[config.mk]
export PLATFORM = sky130hd
export DESIGN_NAME = epoch_to_calendar_flat
export DESIGN_NICKNAME = d
export VERILOG_FILES = /design/src/ecal_pkg.sv /design/src/ecal_channels.sv /design/src/ecal_pipe_ctrl.sv /design/src/ecal_day_split.sv /design/src/ecal_calendar.sv /design/src/epoch_to_calendar.sv /design/src/flat_wrapper.sv
export VERILOG_INCLUDE_DIRS = /design/src /design/src/src
export SDC_FILE = /design/constraint.sdc
export NUM_CORES = 2
export LEC_CHECK = 0
export BUFFER_PORTS_ARGS = -buffer_cell sky130_fd_sc_hd__buf_2
export CORE_MARGIN = 8
export CORE_UTILIZATION = 40
export CTS_CLUSTER_SIZE = 10
export DETAILED_ROUTE_END_ITERATION = 8
export GPL_TIMING_DRIVEN = 0
export PLACE_DENSITY = 0.57
export RECOVER_POWER = 25
export SYNTH_ARGS = -nofsm -noshare
export SYNTH_HDL_FRONTEND = slang
export SYNTH_SLANG_ARGS = --single-unit
[constraint.sdc]
create_clock -name clock -period 9.9 [get_ports clock]
set_input_delay 1.98 -clock clock [delete_from_list [all_inputs] [get_ports clock]]
set_output_delay 1.98 -clock clock [all_outputs]
set_load 0.005 [all_outputs]
[src/epoch_to_calendar_macros.svh]
// assertion macros for the epoch to calendar converter
// used by the top level; assumes signals named clock and reset in scope
`ifndef EPOCH_TO_CALENDAR_MACROS_SVH
`define EPOCH_TO_CALENDAR_MACROS_SVH
`ifndef NO_ASSERTIONS
// property checked on every clock edge outside reset
`define ECAL_ASSERT(label, prop, msg) \
   label: assert property (@(posedge clock) disable iff (reset) prop) \
      else $error(msg);
// next-cycle implication that also holds across reset
`define ECAL_ASSERT_NEXT(label, cond, conseq, msg) \
   label: assert property (@(posedge clock) cond |=> conseq) \
      else $error(msg);
`else
`define ECAL_ASSERT(label, prop, msg)
`define ECAL_ASSERT_NEXT(label, cond, conseq, msg)
`endif
`endif

[src/ecal_pkg.sv]
// shared types, widths and conversion constants for the epoch to calendar block
// no dependencies
`default_nettype none

package ecal_pkg;

   // pipeline stages
   localparam int NUM_STAGES = 6;
   localparam int STG_SUM    = 0;
   localparam int STG_DAYS   = 1;
   localparam int STG_SPLIT  = 2;
   localparam int STG_HOUR   = 3;
   localparam int STG_YEAR   = 4;
   localparam int STG_OUT    = 5;

   // field widths
   localparam int EPOCH_W  = 32;
   localparam int OFFSET_W = 17;
   localparam int SEC_W    = 6;
   localparam int MIN_W    = 6;
   localparam int HOUR_W   = 5;
   localparam int WDAY_W   = 3;
   localparam int YEAR_W   = 12;
   localparam int MONTH_W  = 4;
   localparam int MDAY_W   = 5;

   // internal widths
   localparam int DAYS_W = 16;   // days since 1970, below 49711
   localparam int SOD_W  = 17;   // second of the day
   localparam int CYC_W  = 6;    // four-year cycles, up to 34
   localparam int REM_W  = 11;   // day within the current four-year span
   localparam int WQ_W   = 13;   // whole weeks
   localparam int MS_W   = 12;   // second within the hour
   localparam int DOY_W  = 9;    // day within the year
   localparam int YIC_W  = 2;    // year within the cycle

   // days = (t >> 7) * DAY_RECIP >> DAY_SHIFT, exact for every 32-bit t
   localparam int                  DAY_PRESHIFT = 7;
   localparam int                  DAY_RECIP_W  = 26;
   localparam logic [DAY_RECIP_W-1:0] DAY_RECIP = 26'd50903317;
   localparam int                  DAY_SHIFT    = 35;
   localparam logic [SOD_W-1:0]    SECS_PER_DAY = 17'd86400;

   // reciprocals for the narrower divisions
   localparam int                  CYC_RECIP_W  = 17;
   localparam logic [CYC_RECIP_W-1:0] CYC_RECIP = 17'd91868;
   localparam int                  CYC_SHIFT    = 27;
   localparam logic [REM_W-1:0]    DAYS_PER_CYCLE = 11'd1461;

   localparam int                  HOUR_RECIP_W = 18;
   localparam logic [HOUR_RECIP_W-1:0] HOUR_RECIP = 18'd149131;
   localparam int                  HOUR_SHIFT   = 29;
   localparam logic [MS_W-1:0]     SECS_PER_HOUR = 12'd3600;

   localparam int                  WEEK_RECIP_W = 17;
   localparam logic [WEEK_RECIP_W-1:0] WEEK_RECIP = 17'd74899;
   localparam int                  WEEK_SHIFT   = 19;
   localparam logic [WDAY_W:0]     DAYS_PER_WEEK = 4'd7;
   localparam logic [WDAY_W:0]     EPOCH_WEEKDAY = 4'd4;   // 1970-01-01 was a Thursday

   localparam int                  MIN_RECIP_W  = 13;
   localparam logic [MIN_RECIP_W-1:0] MIN_RECIP = 13'd4370;
   localparam int                  MIN_SHIFT    = 18;
   localparam logic [MIN_W-1:0]    SECS_PER_MIN = 6'd60;

   localparam logic [REM_W-1:0]    LEAP_YEAR_END = 11'd1096;
   localparam logic [REM_W-1:0]    DAYS_PER_YEAR = 11'd365;
   localparam logic [YEAR_W-1:0]   EPOCH_YEAR    = 12'd1970;
   localparam logic [YIC_W-1:0]    LEAP_YIC      = 2'd2;

   // first day of each month in a common year, from lengths
   // 31 28 31 30 31 30 31 31 30 31 30 31
   localparam int MONTHS = 12;
   localparam logic [DOY_W-1:0] MONTH_START [MONTHS] = '{
      9'd0,   9'd31,  9'd59,  9'd90,  9'd120, 9'd151,
      9'd181, 9'd212, 9'd243, 9'd273, 9'd304, 9'd334
   };
   localparam logic [MONTH_W-1:0] MONTH_MARCH = 4'd2;

   typedef struct packed {
      logic [NUM_STAGES-1:0] load;
   } pipe_ctl_type;

   typedef struct packed {
      logic [SOD_W-1:0]  sod;
      logic [DAYS_W-1:0] days;
      logic [CYC_W-1:0]  cyc;
   } split_type;

   typedef struct packed {
      logic [SEC_W-1:0]   second;
      logic [MIN_W-1:0]   minute;
      logic [HOUR_W-1:0]  hour;
      logic [WDAY_W-1:0]  weekday;
      logic [YEAR_W-1:0]  year;
      logic [MONTH_W-1:0] month;
      logic [MDAY_W-1:0]  day_of_month;
   } result_type;

   // first day of month idx (0 based) in the year, leap adds February 29
   function automatic logic [DOY_W-1:0] month_start(input logic [MONTH_W-1:0] idx,
                                                    input logic leap);
      logic [DOY_W-1:0] base;
      base = (idx < MONTHS) ? MONTH_START[idx] : '0;
      return base + {{(DOY_W-1){1'b0}}, (leap && idx >= MONTH_MARCH)};
   endfunction

endpackage

`default_nettype wire

[src/ecal_channels.sv]
// request and response channel interfaces of the epoch to calendar block
// depends on ecal_pkg
`default_nettype none

interface ecal_req_if;
   logic                         valid;
   logic                         ready;
   logic [ecal_pkg::EPOCH_W-1:0] epoch_seconds;

   modport source (output valid, output epoch_seconds, input ready);
   modport sink   (input valid, input epoch_seconds, output ready);
endinterface

interface ecal_rsp_if;
   logic                         valid;
   logic                         ready;
   logic [ecal_pkg::SEC_W-1:0]   second;
   logic [ecal_pkg::MIN_W-1:0]   minute;
   logic [ecal_pkg::HOUR_W-1:0]  hour;
   logic [ecal_pkg::WDAY_W-1:0]  weekday;
   logic [ecal_pkg::YEAR_W-1:0]  year;
   logic [ecal_pkg::MONTH_W-1:0] month;
   logic [ecal_pkg::MDAY_W-1:0]  day_of_month;

   modport source (output valid, output second, output minute, output hour,
                   output weekday, output year, output month, output day_of_month,
                   input ready);
   modport sink   (input valid, input second, input minute, input hour,
                   input weekday, input year, input month, input day_of_month,
                   output ready);
endinterface

`default_nettype wire

[src/ecal_pipe_ctrl.sv]
// per-stage valid bits and load enables for the conversion pipeline
// depends on ecal_pkg
`default_nettype none

module ecal_pipe_ctrl (
   input  wire logic                   clock,
   input  wire logic                   reset,
   input  wire logic                   in_valid,
   output      logic                   in_ready,
   output      logic                   out_valid,
   input  wire logic                   out_ready,
   output      ecal_pkg::pipe_ctl_type ctl
);

   localparam int NS = ecal_pkg::NUM_STAGES;

   logic [NS-1:0] valid_ff;
   logic [NS-1:0] valid_in;
   logic [NS-1:0] up_valid;
   logic [NS:0]   ready_chain;

   assign up_valid = {valid_ff[NS-2:0], in_valid};

   // a stage may take a new item when empty or when its item moves on
   always_comb begin
      ready_chain[NS] = out_ready;
      for (int k = NS - 1; k >= 0; k--) begin
         ready_chain[k] = !valid_ff[k] || ready_chain[k+1];
      end
   end

   always_comb begin
      for (int k = 0; k < NS; k++) begin
         valid_in[k] = ready_chain[k] ? up_valid[k] : valid_ff[k];
         ctl.load[k] = ready_chain[k] && up_valid[k];
      end
   end

   always_ff @(posedge clock) begin
      if (reset) begin
         valid_ff <= '0;
      end else begin
         valid_ff <= valid_in;
      end
   end

   assign in_ready  = ready_chain[0];
   assign out_valid = valid_ff[NS-1];

endmodule

`default_nettype wire

[src/ecal_day_split.sv]
// front stages: zone offset add, whole days, second of day and four-year cycle
// depends on ecal_pkg
`default_nettype none

module ecal_day_split (
   input  wire logic                                clock,
   input  wire ecal_pkg::pipe_ctl_type              ctl,
   input  wire logic [ecal_pkg::EPOCH_W-1:0]        epoch_seconds,
   input  wire logic [ecal_pkg::OFFSET_W-1:0]       zone_offset,
   output      ecal_pkg::split_type                 split
);

   localparam int EW      = ecal_pkg::EPOCH_W;
   localparam int OW      = ecal_pkg::OFFSET_W;
   localparam int DW      = ecal_pkg::DAYS_W;
   localparam int SW      = ecal_pkg::SOD_W;
   localparam int DAYP_W  = EW - ecal_pkg::DAY_PRESHIFT + ecal_pkg::DAY_RECIP_W;
   localparam int CYCP_W  = DW + ecal_pkg::CYC_RECIP_W;
   localparam int DSEC_W  = DW + SW;

   logic [EW-1:0]     t_ff, t_in;
   logic [DW-1:0]     days_ff, days_in;
   logic [SW-1:0]     tlo_ff, tlo_in;
   logic [DAYP_W-1:0] days_prod;
   logic [DSEC_W-1:0] day_secs;
   logic [CYCP_W-1:0] cyc_prod;
   ecal_pkg::split_type split_ff, split_in;

   // offset is sign extended, sum wraps modulo 2^32
   assign t_in = epoch_seconds + {{(EW-OW){zone_offset[OW-1]}}, zone_offset};

   // divide by 86400 as divide by 128 then reciprocal of 675
   assign days_prod = DAYP_W'(t_ff[EW-1:ecal_pkg::DAY_PRESHIFT])
                      * DAYP_W'(ecal_pkg::DAY_RECIP);
   assign days_in   = days_prod[ecal_pkg::DAY_SHIFT +: DW];
   assign tlo_in    = t_ff[SW-1:0];

   // second of day only needs the low bits of the remainder
   assign day_secs      = DSEC_W'(days_ff) * DSEC_W'(ecal_pkg::SECS_PER_DAY);
   assign split_in.sod  = tlo_ff - day_secs[SW-1:0];
   assign split_in.days = days_ff;
   assign cyc_prod      = CYCP_W'(days_ff) * CYCP_W'(ecal_pkg::CYC_RECIP);
   assign split_in.cyc  = cyc_prod[ecal_pkg::CYC_SHIFT +: ecal_pkg::CYC_W];

   always_ff @(posedge clock) begin
      if (ctl.load[ecal_pkg::STG_SUM]) begin
         t_ff <= t_in;
      end
      if (ctl.load[ecal_pkg::STG_DAYS]) begin
         days_ff <= days_in;
         tlo_ff  <= tlo_in;
      end
      if (ctl.load[ecal_pkg::STG_SPLIT]) begin
         split_ff <= split_in;
      end
   end

   assign split = split_ff;

endmodule

`default_nettype wire

[src/ecal_calendar.sv]
// back stages: hour, weekday, year, month, day, minute and second
// depends on ecal_pkg
`default_nettype none

module ecal_calendar (
   input  wire logic                   clock,
   input  wire ecal_pkg::pipe_ctl_type ctl,
   input  wire ecal_pkg::split_type    split,
   output      ecal_pkg::result_type   result
);

   localparam int DW     = ecal_pkg::DAYS_W;
   localparam int SW     = ecal_pkg::SOD_W;
   localparam int RW     = ecal_pkg::REM_W;
   localparam int MW     = ecal_pkg::MS_W;
   localparam int YW     = ecal_pkg::YEAR_W;
   localparam int DYW    = ecal_pkg::DOY_W;
   localparam int WW     = ecal_pkg::WDAY_W;
   localparam int MOW    = ecal_pkg::MONTH_W;
   localparam int HOURP_W = SW + ecal_pkg::HOUR_RECIP_W;
   localparam int WEEKP_W = DW + ecal_pkg::WEEK_RECIP_W;
   localparam int MINP_W  = MW + ecal_pkg::MIN_RECIP_W;

   // hour stage
   logic [HOURP_W-1:0]            hour_prod;
   logic [WEEKP_W-1:0]            week_prod;
   logic [DW-1:0]                 cyc_base, rem_diff;
   logic [ecal_pkg::HOUR_W-1:0]   hour4_ff, hour4_in;
   logic [ecal_pkg::WQ_W-1:0]     wq4_ff, wq4_in;
   logic [RW-1:0]                 rem4_ff, rem4_in;
   logic [SW-1:0]                 sod4_ff;
   logic [DW-1:0]                 days4_ff;
   logic [ecal_pkg::CYC_W-1:0]    cyc4_ff;

   // year stage
   logic [SW-1:0]                 hour_secs, ms_diff;
   logic [DW-1:0]                 week_base, wk_diff;
   logic [WW:0]                   wk_sum;
   logic [RW-1:0]                 doy_diff;
   logic [ecal_pkg::YIC_W-1:0]    yic;
   logic [MW-1:0]                 ms5_ff, ms5_in;
   logic [WW-1:0]                 wday5_ff, wday5_in;
   logic [YW-1:0]                 year5_ff, year5_in;
   logic [DYW-1:0]                doy5_ff, doy5_in;
   logic                          leap5_ff, leap5_in;
   logic [ecal_pkg::HOUR_W-1:0]   hour5_ff;

   // output stage
   logic [MINP_W-1:0]             min_prod;
   logic [ecal_pkg::MIN_W-1:0]    minute;
   logic [ecal_pkg::MIN_W+ecal_pkg::SEC_W-1:0] min_secs;
   logic [MW-1:0]                 sec_diff;
   logic [MOW-1:0]                midx;
   logic [DYW-1:0]                mstart, mday_diff;
   ecal_pkg::result_type          result_ff, result_in;

   // ---- hour, whole weeks, day within the cycle
   assign hour_prod = HOURP_W'(split.sod) * HOURP_W'(ecal_pkg::HOUR_RECIP);
   assign hour4_in  = hour_prod[ecal_pkg::HOUR_SHIFT +: ecal_pkg::HOUR_W];
   assign week_prod = WEEKP_W'(split.days) * WEEKP_W'(ecal_pkg::WEEK_RECIP);
   assign wq4_in    = week_prod[ecal_pkg::WEEK_SHIFT +: ecal_pkg::WQ_W];
   assign cyc_base  = DW'(split.cyc) * DW'(ecal_pkg::DAYS_PER_CYCLE);
   assign rem_diff  = split.days - cyc_base;
   assign rem4_in   = rem_diff[RW-1:0];

   // ---- second of hour, weekday, year within cycle
   assign hour_secs = SW'(hour4_ff) * SW'(ecal_pkg::SECS_PER_HOUR);
   assign ms_diff   = sod4_ff - hour_secs;
   assign ms5_in    = ms_diff[MW-1:0];

   assign week_base = DW'(wq4_ff) * DW'(ecal_pkg::DAYS_PER_WEEK);
   assign wk_diff   = days4_ff - week_base;
   assign wk_sum    = {1'b0, wk_diff[WW-1:0]} + ecal_pkg::EPOCH_WEEKDAY;

   always_comb begin
      if (wk_sum >= ecal_pkg::DAYS_PER_WEEK) begin
         wday5_in = wk_sum[WW-1:0] - ecal_pkg::DAYS_PER_WEEK[WW-1:0];
      end else begin
         wday5_in = wk_sum[WW-1:0];
      end
   end

   // third year of each cycle is the leap one and keeps its last day
   always_comb begin
      priority if (rem4_ff >= ecal_pkg::LEAP_YEAR_END) begin
         yic      = 2'd3;
         doy_diff = rem4_ff - ecal_pkg::LEAP_YEAR_END;
      end else if (rem4_ff >= {ecal_pkg::DAYS_PER_YEAR[RW-2:0], 1'b0}) begin
         yic      = 2'd2;
         doy_diff = rem4_ff - {ecal_pkg::DAYS_PER_YEAR[RW-2:0], 1'b0};
      end else if (rem4_ff >= ecal_pkg::DAYS_PER_YEAR) begin
         yic      = 2'd1;
         doy_diff = rem4_ff - ecal_pkg::DAYS_PER_YEAR;
      end else begin
         yic      = 2'd0;
         doy_diff = rem4_ff;
      end
   end

   assign doy5_in  = doy_diff[DYW-1:0];
   assign leap5_in = (yic == ecal_pkg::LEAP_YIC);
   assign year5_in = ecal_pkg::EPOCH_YEAR + YW'({cyc4_ff, 2'b00}) + YW'(yic);

   // ---- minute, second, month and day
   assign min_prod = MINP_W'(ms5_ff) * MINP_W'(ecal_pkg::MIN_RECIP);
   assign minute   = min_prod[ecal_pkg::MIN_SHIFT +: ecal_pkg::MIN_W];
   assign min_secs = {minute, 6'b0} - {4'b0, minute, 2'b0};
   assign sec_diff = ms5_ff - min_secs;

   // month starts rise, so the count of passed starts is the month index
   always_comb begin
      midx = '0;
      for (int k = 1; k < ecal_pkg::MONTHS; k++) begin
         if (doy5_ff >= ecal_pkg::month_start(MOW'(k), leap5_ff)) begin
            midx = midx + 1'b1;
         end
      end
   end

   assign mstart    = ecal_pkg::month_start(midx, leap5_ff);
   assign mday_diff = doy5_ff - mstart + 1'b1;

   always_comb begin
      result_in.second       = sec_diff[ecal_pkg::SEC_W-1:0];
      result_in.minute       = minute;
      result_in.hour         = hour5_ff;
      result_in.weekday      = wday5_ff;
      result_in.year         = year5_ff;
      result_in.month        = midx + 1'b1;
      result_in.day_of_month = mday_diff[ecal_pkg::MDAY_W-1:0];
   end

   always_ff @(posedge clock) begin
      if (ctl.load[ecal_pkg::STG_HOUR]) begin
         hour4_ff <= hour4_in;
         wq4_ff   <= wq4_in;
         rem4_ff  <= rem4_in;
         sod4_ff  <= split.sod;
         days4_ff <= split.days;
         cyc4_ff  <= split.cyc;
      end
      if (ctl.load[ecal_pkg::STG_YEAR]) begin
         ms5_ff   <= ms5_in;
         wday5_ff <= wday5_in;
         year5_ff <= year5_in;
         doy5_ff  <= doy5_in;
         leap5_ff <= leap5_in;
         hour5_ff <= hour4_ff;
      end
      if (ctl.load[ecal_pkg::STG_OUT]) begin
         result_ff <= result_in;
      end
   end

   assign result = result_ff;

endmodule

`default_nettype wire

[src/epoch_to_calendar.sv]
// top level of the epoch to calendar converter: zone register, pipeline, checks
// depends on ecal_pkg, ecal_channels, ecal_pipe_ctrl, ecal_day_split, ecal_calendar
`default_nettype none
`include "epoch_to_calendar_macros.svh"

//  channel    direction  handshake          payload
//  req_chan   in         valid / ready      epoch_seconds
//  rsp_chan   out        valid / ready      second minute hour weekday year month day_of_month
//  csr        in         csr_we             csr_wdata (signed zone offset, seconds)
//
//  one transfer accepted per cycle while the response side keeps up; a result passes
//  through the six register stages of the reciprocal-multiply chain
//  each stage holds its item until the next one frees, so a stalled result does not
//  block requests while any stage further up is empty
//  synchronous active-high reset empties the pipeline and sets the zone offset to 0

module epoch_to_calendar (
   input  wire logic                           clock,
   input  wire logic                           reset,
   ecal_req_if.sink                            req_chan,
   ecal_rsp_if.source                          rsp_chan,
   input  wire logic                           csr_we,
   input  wire logic [ecal_pkg::OFFSET_W-1:0]  csr_wdata
);

   logic [ecal_pkg::OFFSET_W-1:0] offset_ff;
   ecal_pkg::pipe_ctl_type        ctl;
   ecal_pkg::split_type           split;
   ecal_pkg::result_type          result;

   // zone offset register, any 17-bit pattern is taken as written
   always_ff @(posedge clock) begin
      if (reset) begin
         offset_ff <= '0;
      end else if (csr_we) begin
         offset_ff <= csr_wdata;
      end
   end

   // valid bits and stage loads
   ecal_pipe_ctrl u_ctrl (
      .clock     (clock),
      .reset     (reset),
      .in_valid  (req_chan.valid),
      .in_ready  (req_chan.ready),
      .out_valid (rsp_chan.valid),
      .out_ready (rsp_chan.ready),
      .ctl       (ctl)
   );

   // offset add, days since 1970, second of day, four-year cycle
   ecal_day_split u_split (
      .clock         (clock),
      .ctl           (ctl),
      .epoch_seconds (req_chan.epoch_seconds),
      .zone_offset   (offset_ff),
      .split         (split)
   );

   // time of day, weekday and date; last stage is the result register
   ecal_calendar u_cal (
      .clock  (clock),
      .ctl    (ctl),
      .split  (split),
      .result (result)
   );

   assign rsp_chan.second       = result.second;
   assign rsp_chan.minute       = result.minute;
   assign rsp_chan.hour         = result.hour;
   assign rsp_chan.weekday      = result.weekday;
   assign rsp_chan.year         = result.year;
   assign rsp_chan.month        = result.month;
   assign rsp_chan.day_of_month = result.day_of_month;

   // a shown result always carries a legal time of day and weekday
   `ECAL_ASSERT(a_time_range, rsp_chan.valid |-> (rsp_chan.second < 6'd60 && rsp_chan.minute < 6'd60 && rsp_chan.hour < 5'd24 && rsp_chan.weekday < 3'd7), "time of day out of range")

   // month lies in 1 to 12, day is at least 1, and february has no day past 29
   `ECAL_ASSERT(a_date_range, rsp_chan.valid |-> (rsp_chan.month >= 4'd1 && rsp_chan.month <= 4'd12 && rsp_chan.day_of_month >= 5'd1 && !(rsp_chan.month == 4'd2 && rsp_chan.day_of_month > 5'd29)), "date out of range")

   // a draining output never holds off requests
   `ECAL_ASSERT(a_no_block, rsp_chan.ready |-> req_chan.ready, "request stalled while response side drains")

   // reset leaves the pipeline empty and open
   `ECAL_ASSERT_NEXT(a_reset_empty, reset, (!rsp_chan.valid && req_chan.ready), "pipeline not empty after reset")

endmodule

`default_nettype wire

[src/flat_wrapper.sv]
// flat-port wrapper written by rule: the top's interface ports become plain ports
module epoch_to_calendar_flat 
  (clock, reset, csr_we, csr_wdata, req_chan_valid, req_chan_epoch_seconds, req_chan_ready, rsp_chan_valid, rsp_chan_second, rsp_chan_minute, rsp_chan_hour, rsp_chan_weekday, rsp_chan_year, rsp_chan_month, rsp_chan_day_of_month, rsp_chan_ready);
  ecal_req_if req_chan_i ();
  ecal_rsp_if rsp_chan_i ();
  input  wire logic clock;
  input  wire logic reset;
  input  wire logic csr_we;
  input  wire logic [ecal_pkg::OFFSET_W-1:0] csr_wdata;
  input wire logic [$bits(req_chan_i.valid)-1:0] req_chan_valid;
  input wire logic [$bits(req_chan_i.epoch_seconds)-1:0] req_chan_epoch_seconds;
  output wire logic [$bits(req_chan_i.ready)-1:0] req_chan_ready;
  output wire logic [$bits(rsp_chan_i.valid)-1:0] rsp_chan_valid;
  output wire logic [$bits(rsp_chan_i.second)-1:0] rsp_chan_second;
  output wire logic [$bits(rsp_chan_i.minute)-1:0] rsp_chan_minute;
  output wire logic [$bits(rsp_chan_i.hour)-1:0] rsp_chan_hour;
  output wire logic [$bits(rsp_chan_i.weekday)-1:0] rsp_chan_weekday;
  output wire logic [$bits(rsp_chan_i.year)-1:0] rsp_chan_year;
  output wire logic [$bits(rsp_chan_i.month)-1:0] rsp_chan_month;
  output wire logic [$bits(rsp_chan_i.day_of_month)-1:0] rsp_chan_day_of_month;
  input wire logic [$bits(rsp_chan_i.ready)-1:0] rsp_chan_ready;
  assign req_chan_i.valid = req_chan_valid;
  assign req_chan_i.epoch_seconds = req_chan_epoch_seconds;
  assign req_chan_ready = req_chan_i.ready;
  assign rsp_chan_valid = rsp_chan_i.valid;
  assign rsp_chan_second = rsp_chan_i.second;
  assign rsp_chan_minute = rsp_chan_i.minute;
  assign rsp_chan_hour = rsp_chan_i.hour;
  assign rsp_chan_weekday = rsp_chan_i.weekday;
  assign rsp_chan_year = rsp_chan_i.year;
  assign rsp_chan_month = rsp_chan_i.month;
  assign rsp_chan_day_of_month = rsp_chan_i.day_of_month;
  assign rsp_chan_i.ready = rsp_chan_ready;
  epoch_to_calendar u_core (.clock(clock), .reset(reset), .req_chan(req_chan_i), .rsp_chan(rsp_chan_i), .csr_we(csr_we), .csr_wdata(csr_wdata));
endmodule
==> metrics.cfg <==
[status]
outcome = completed

[floorplanning]
dieArea_sq_mm = 0.0971
core_sq_mm = 0.0866
die_y_um = 312
start_util = 0.403
num_rows = 108
pin_count = 97
die_w_um = 312

[synthesis]
synth-edff-count = 227
yosys_register_bits = 250
syn_avg_cell_area_sq_um = 11.1
synth_nets = 4463
synth_top_cell_by_area = ha_1
netlist_instances = 3154
seq_area_frac_synth = 0.208
synthArstFlopShare = 0
synth.area.top_cells = ha_1, fa_1, edfxtp_1
synth_area_sq_mm = 0.0349
yosys_most_used_dff = edfxtp_1
yosys_warnings = 0
synth_cell_type_count = 75
synth_top_area_frac = 0.298

[clock_network]
ctsHoldBuffers = 0
clockBufferDepth = 3
ctsResizeCount = 0
cts_sinks = 250
cts_tree = yes
cts_max_level = 2
numCtsBuffers = 36
cts-root-buf = clkbuf_16
cts_setup_buffers = 0
clock_latency_ns = 0.55
clk_pin_slew_ns = 0.05

[worst_setup_path]
cp_data_required_time_ns = 10.19
cp.arrival_ns = 9.17
r2r_start = u_core.u_cal.leap5_ff
max_stage_delay_ns = 0.59
worst-r2r-setup-slack_ns = 1.03
startpoint_type = register
cp-end-kind = register
cp_common_cell = ha_1
cp_max_fo = 10
reg2reg_depth = 37
rr_endpoint = u_core.u_cal.result[4]
slowest_stage = xnor2_1
crit_type = register to register

[timing]
max_freq_ghz = 0.113
tns_ns = 0
relSlewSlack = 0.196
fin_crit_sh = 0.896
setup_viol = 0
grt_setup_unrepaired = false
maxSlewViolCount = 0
period_needed_ns = 8.87
tightestPinTransition_ns = 1.20
finClkSkew_ns = 0.0289
finalHoldViolCount = 0

[min_path]
min-delay-start = u_core.u_cal.year5_ff[0]
hp-class = register to register
min_to = u_core.u_cal.result[9]
holdPathStages = 0

[route]
vias = 21109
routed_wl_um = 67100
wire_per_inst_um = 15.0
ant_nets = 0
first_iter_violations = 712
drc = 0
routed_via_density = 4.72
first_pass_iters = 5

[flow_run]
maxCapViolCount = 0

[cells_and_area]
antennaDiodeCount = 0
final_common_cell = ha_1
final_layout_size_suffix_gt1_frac = 0.0555
final_cell_mix = ha_1, inv_1, fa_1
syn_to_final_growth_pct = 9.21
nFillCells = 8187
nets = 4602

[global_routing]
grt_pass1_vias = 22741
grt_pass1_wl_um = 114000
globalRouteOverflowTotal = 0
grt_max_degree = 34
antenna_found_initial = 0
grt_use_total = 0.141

[place]
port_buffers = 95
post-dp-hpwl_um = 57100
gp_congestion = 0.820

## through the flow
step	instance area (sq um)	instances	setup slack (ns)	hold WS, ns	utilization
3_5_place_dp	37000	4410	1.02	0.405	0.428
4_1_cts	38200	4470	0.970	0.402	0.441
3_3_place_gp	36900	4404	1.00	0.401	0.426
2_1_floorplan	34900	3154	1.89	0.400	-
6_report	38200	4470	1.03	0.405	0.441
5_1_grt	38200	4470	0.397	0.422	0.441
## final cells by class
type,instances,area [sq um],area share
repair buffers,101,594,0.0156
clock inverters,14,124,0.00325
well taps,1155,1450,0.0379
flip-flops and latches,250,7280,0.191
inverters,741,2780,0.0729
plain buffers,17,72.6,0.00190
clock buffers,46,1000,0.0262
multi-input cells,2146,24900,0.652
## critical path: cells and delay by family (launching register included)
family          cells  cell delay [ns]
fa+ha+maj          10             2.86
compound gates      8             1.84
buf+inv             3             0.36
mux                 3             0.87
flops               1             0.43
simple gates        6             0.82
xor+xnor            7             1.44
## Yosys cell counts, drive strengths merged (21+ instances only)
library cell	n
ha	833
a21oi	105
fa	422
nand2	73
nor2b	26
o21ai	62
dfxtp	23
xnor2	125
inv	740
nand3	22
o21bai	21
a21o	76
edfxtp	227
xor2	55
nor2	96
## flip-flops by register name, summed over array words and instances, names as in the netlist, 16 cells and up
signal	count
u_core.u_cal.result	41
u_core.u_split.split	39
u_core.u_split.tlo_ff	17
u_core.offset_ff	17
u_core.u_split.days_ff	16
u_core.u_split.t_ff	32
## routing by layer
layer | wire length (um) | GRT usage | up-vias
li1 | - | - | 10721
met1 | 31900 | 0.188 | 10119
met2 | 32100 | 0.246 | 200
met3 | 1850 | 0.0175 | 69
met5 | 0 | 0 | -
met4 | 1160 | 0.0282 | 0
## worst max-delay path by stage
stage / from / endpoint / slack (ns) / cells after the start
2_1_floorplan: u_core.u_cal.leap5_ff / u_core.u_cal.result[4] / 1.89 / 35
3_3_place_gp: u_core.u_cal.leap5_ff / u_core.u_cal.result[4] / 1.00 / 37
3_5_place_dp: u_core.u_cal.leap5_ff / u_core.u_cal.result[4] / 1.02 / 37
4_1_cts: u_core.u_cal.leap5_ff / u_core.u_cal.result[4] / 0.97 / 37
5_1_grt: u_core.u_cal.leap5_ff / u_core.u_cal.result[4] / 0.40 / 37
6_report: u_core.u_cal.leap5_ff / u_core.u_cal.result[4] / 1.03 / 37
## cell families (layout without fill, tap and decap cells)
group / after synthesis / in the layout / share of synthesized area
xor+xnor: 182 / 182 / 0.0491
flops: 250 / 250 / 0.208
buf+inv: 758 / 919 / 0.0817
simple gates: 320 / 320 / 0.0449
compound gates: 363 / 363 / 0.0683
mux: 26 / 26 / 0.00766
fa+ha+maj: 1255 / 1255 / 0.540
Power is not shown: default switching activity piles up to over one toggle a cycle in this logic, so the estimate is an artifact.
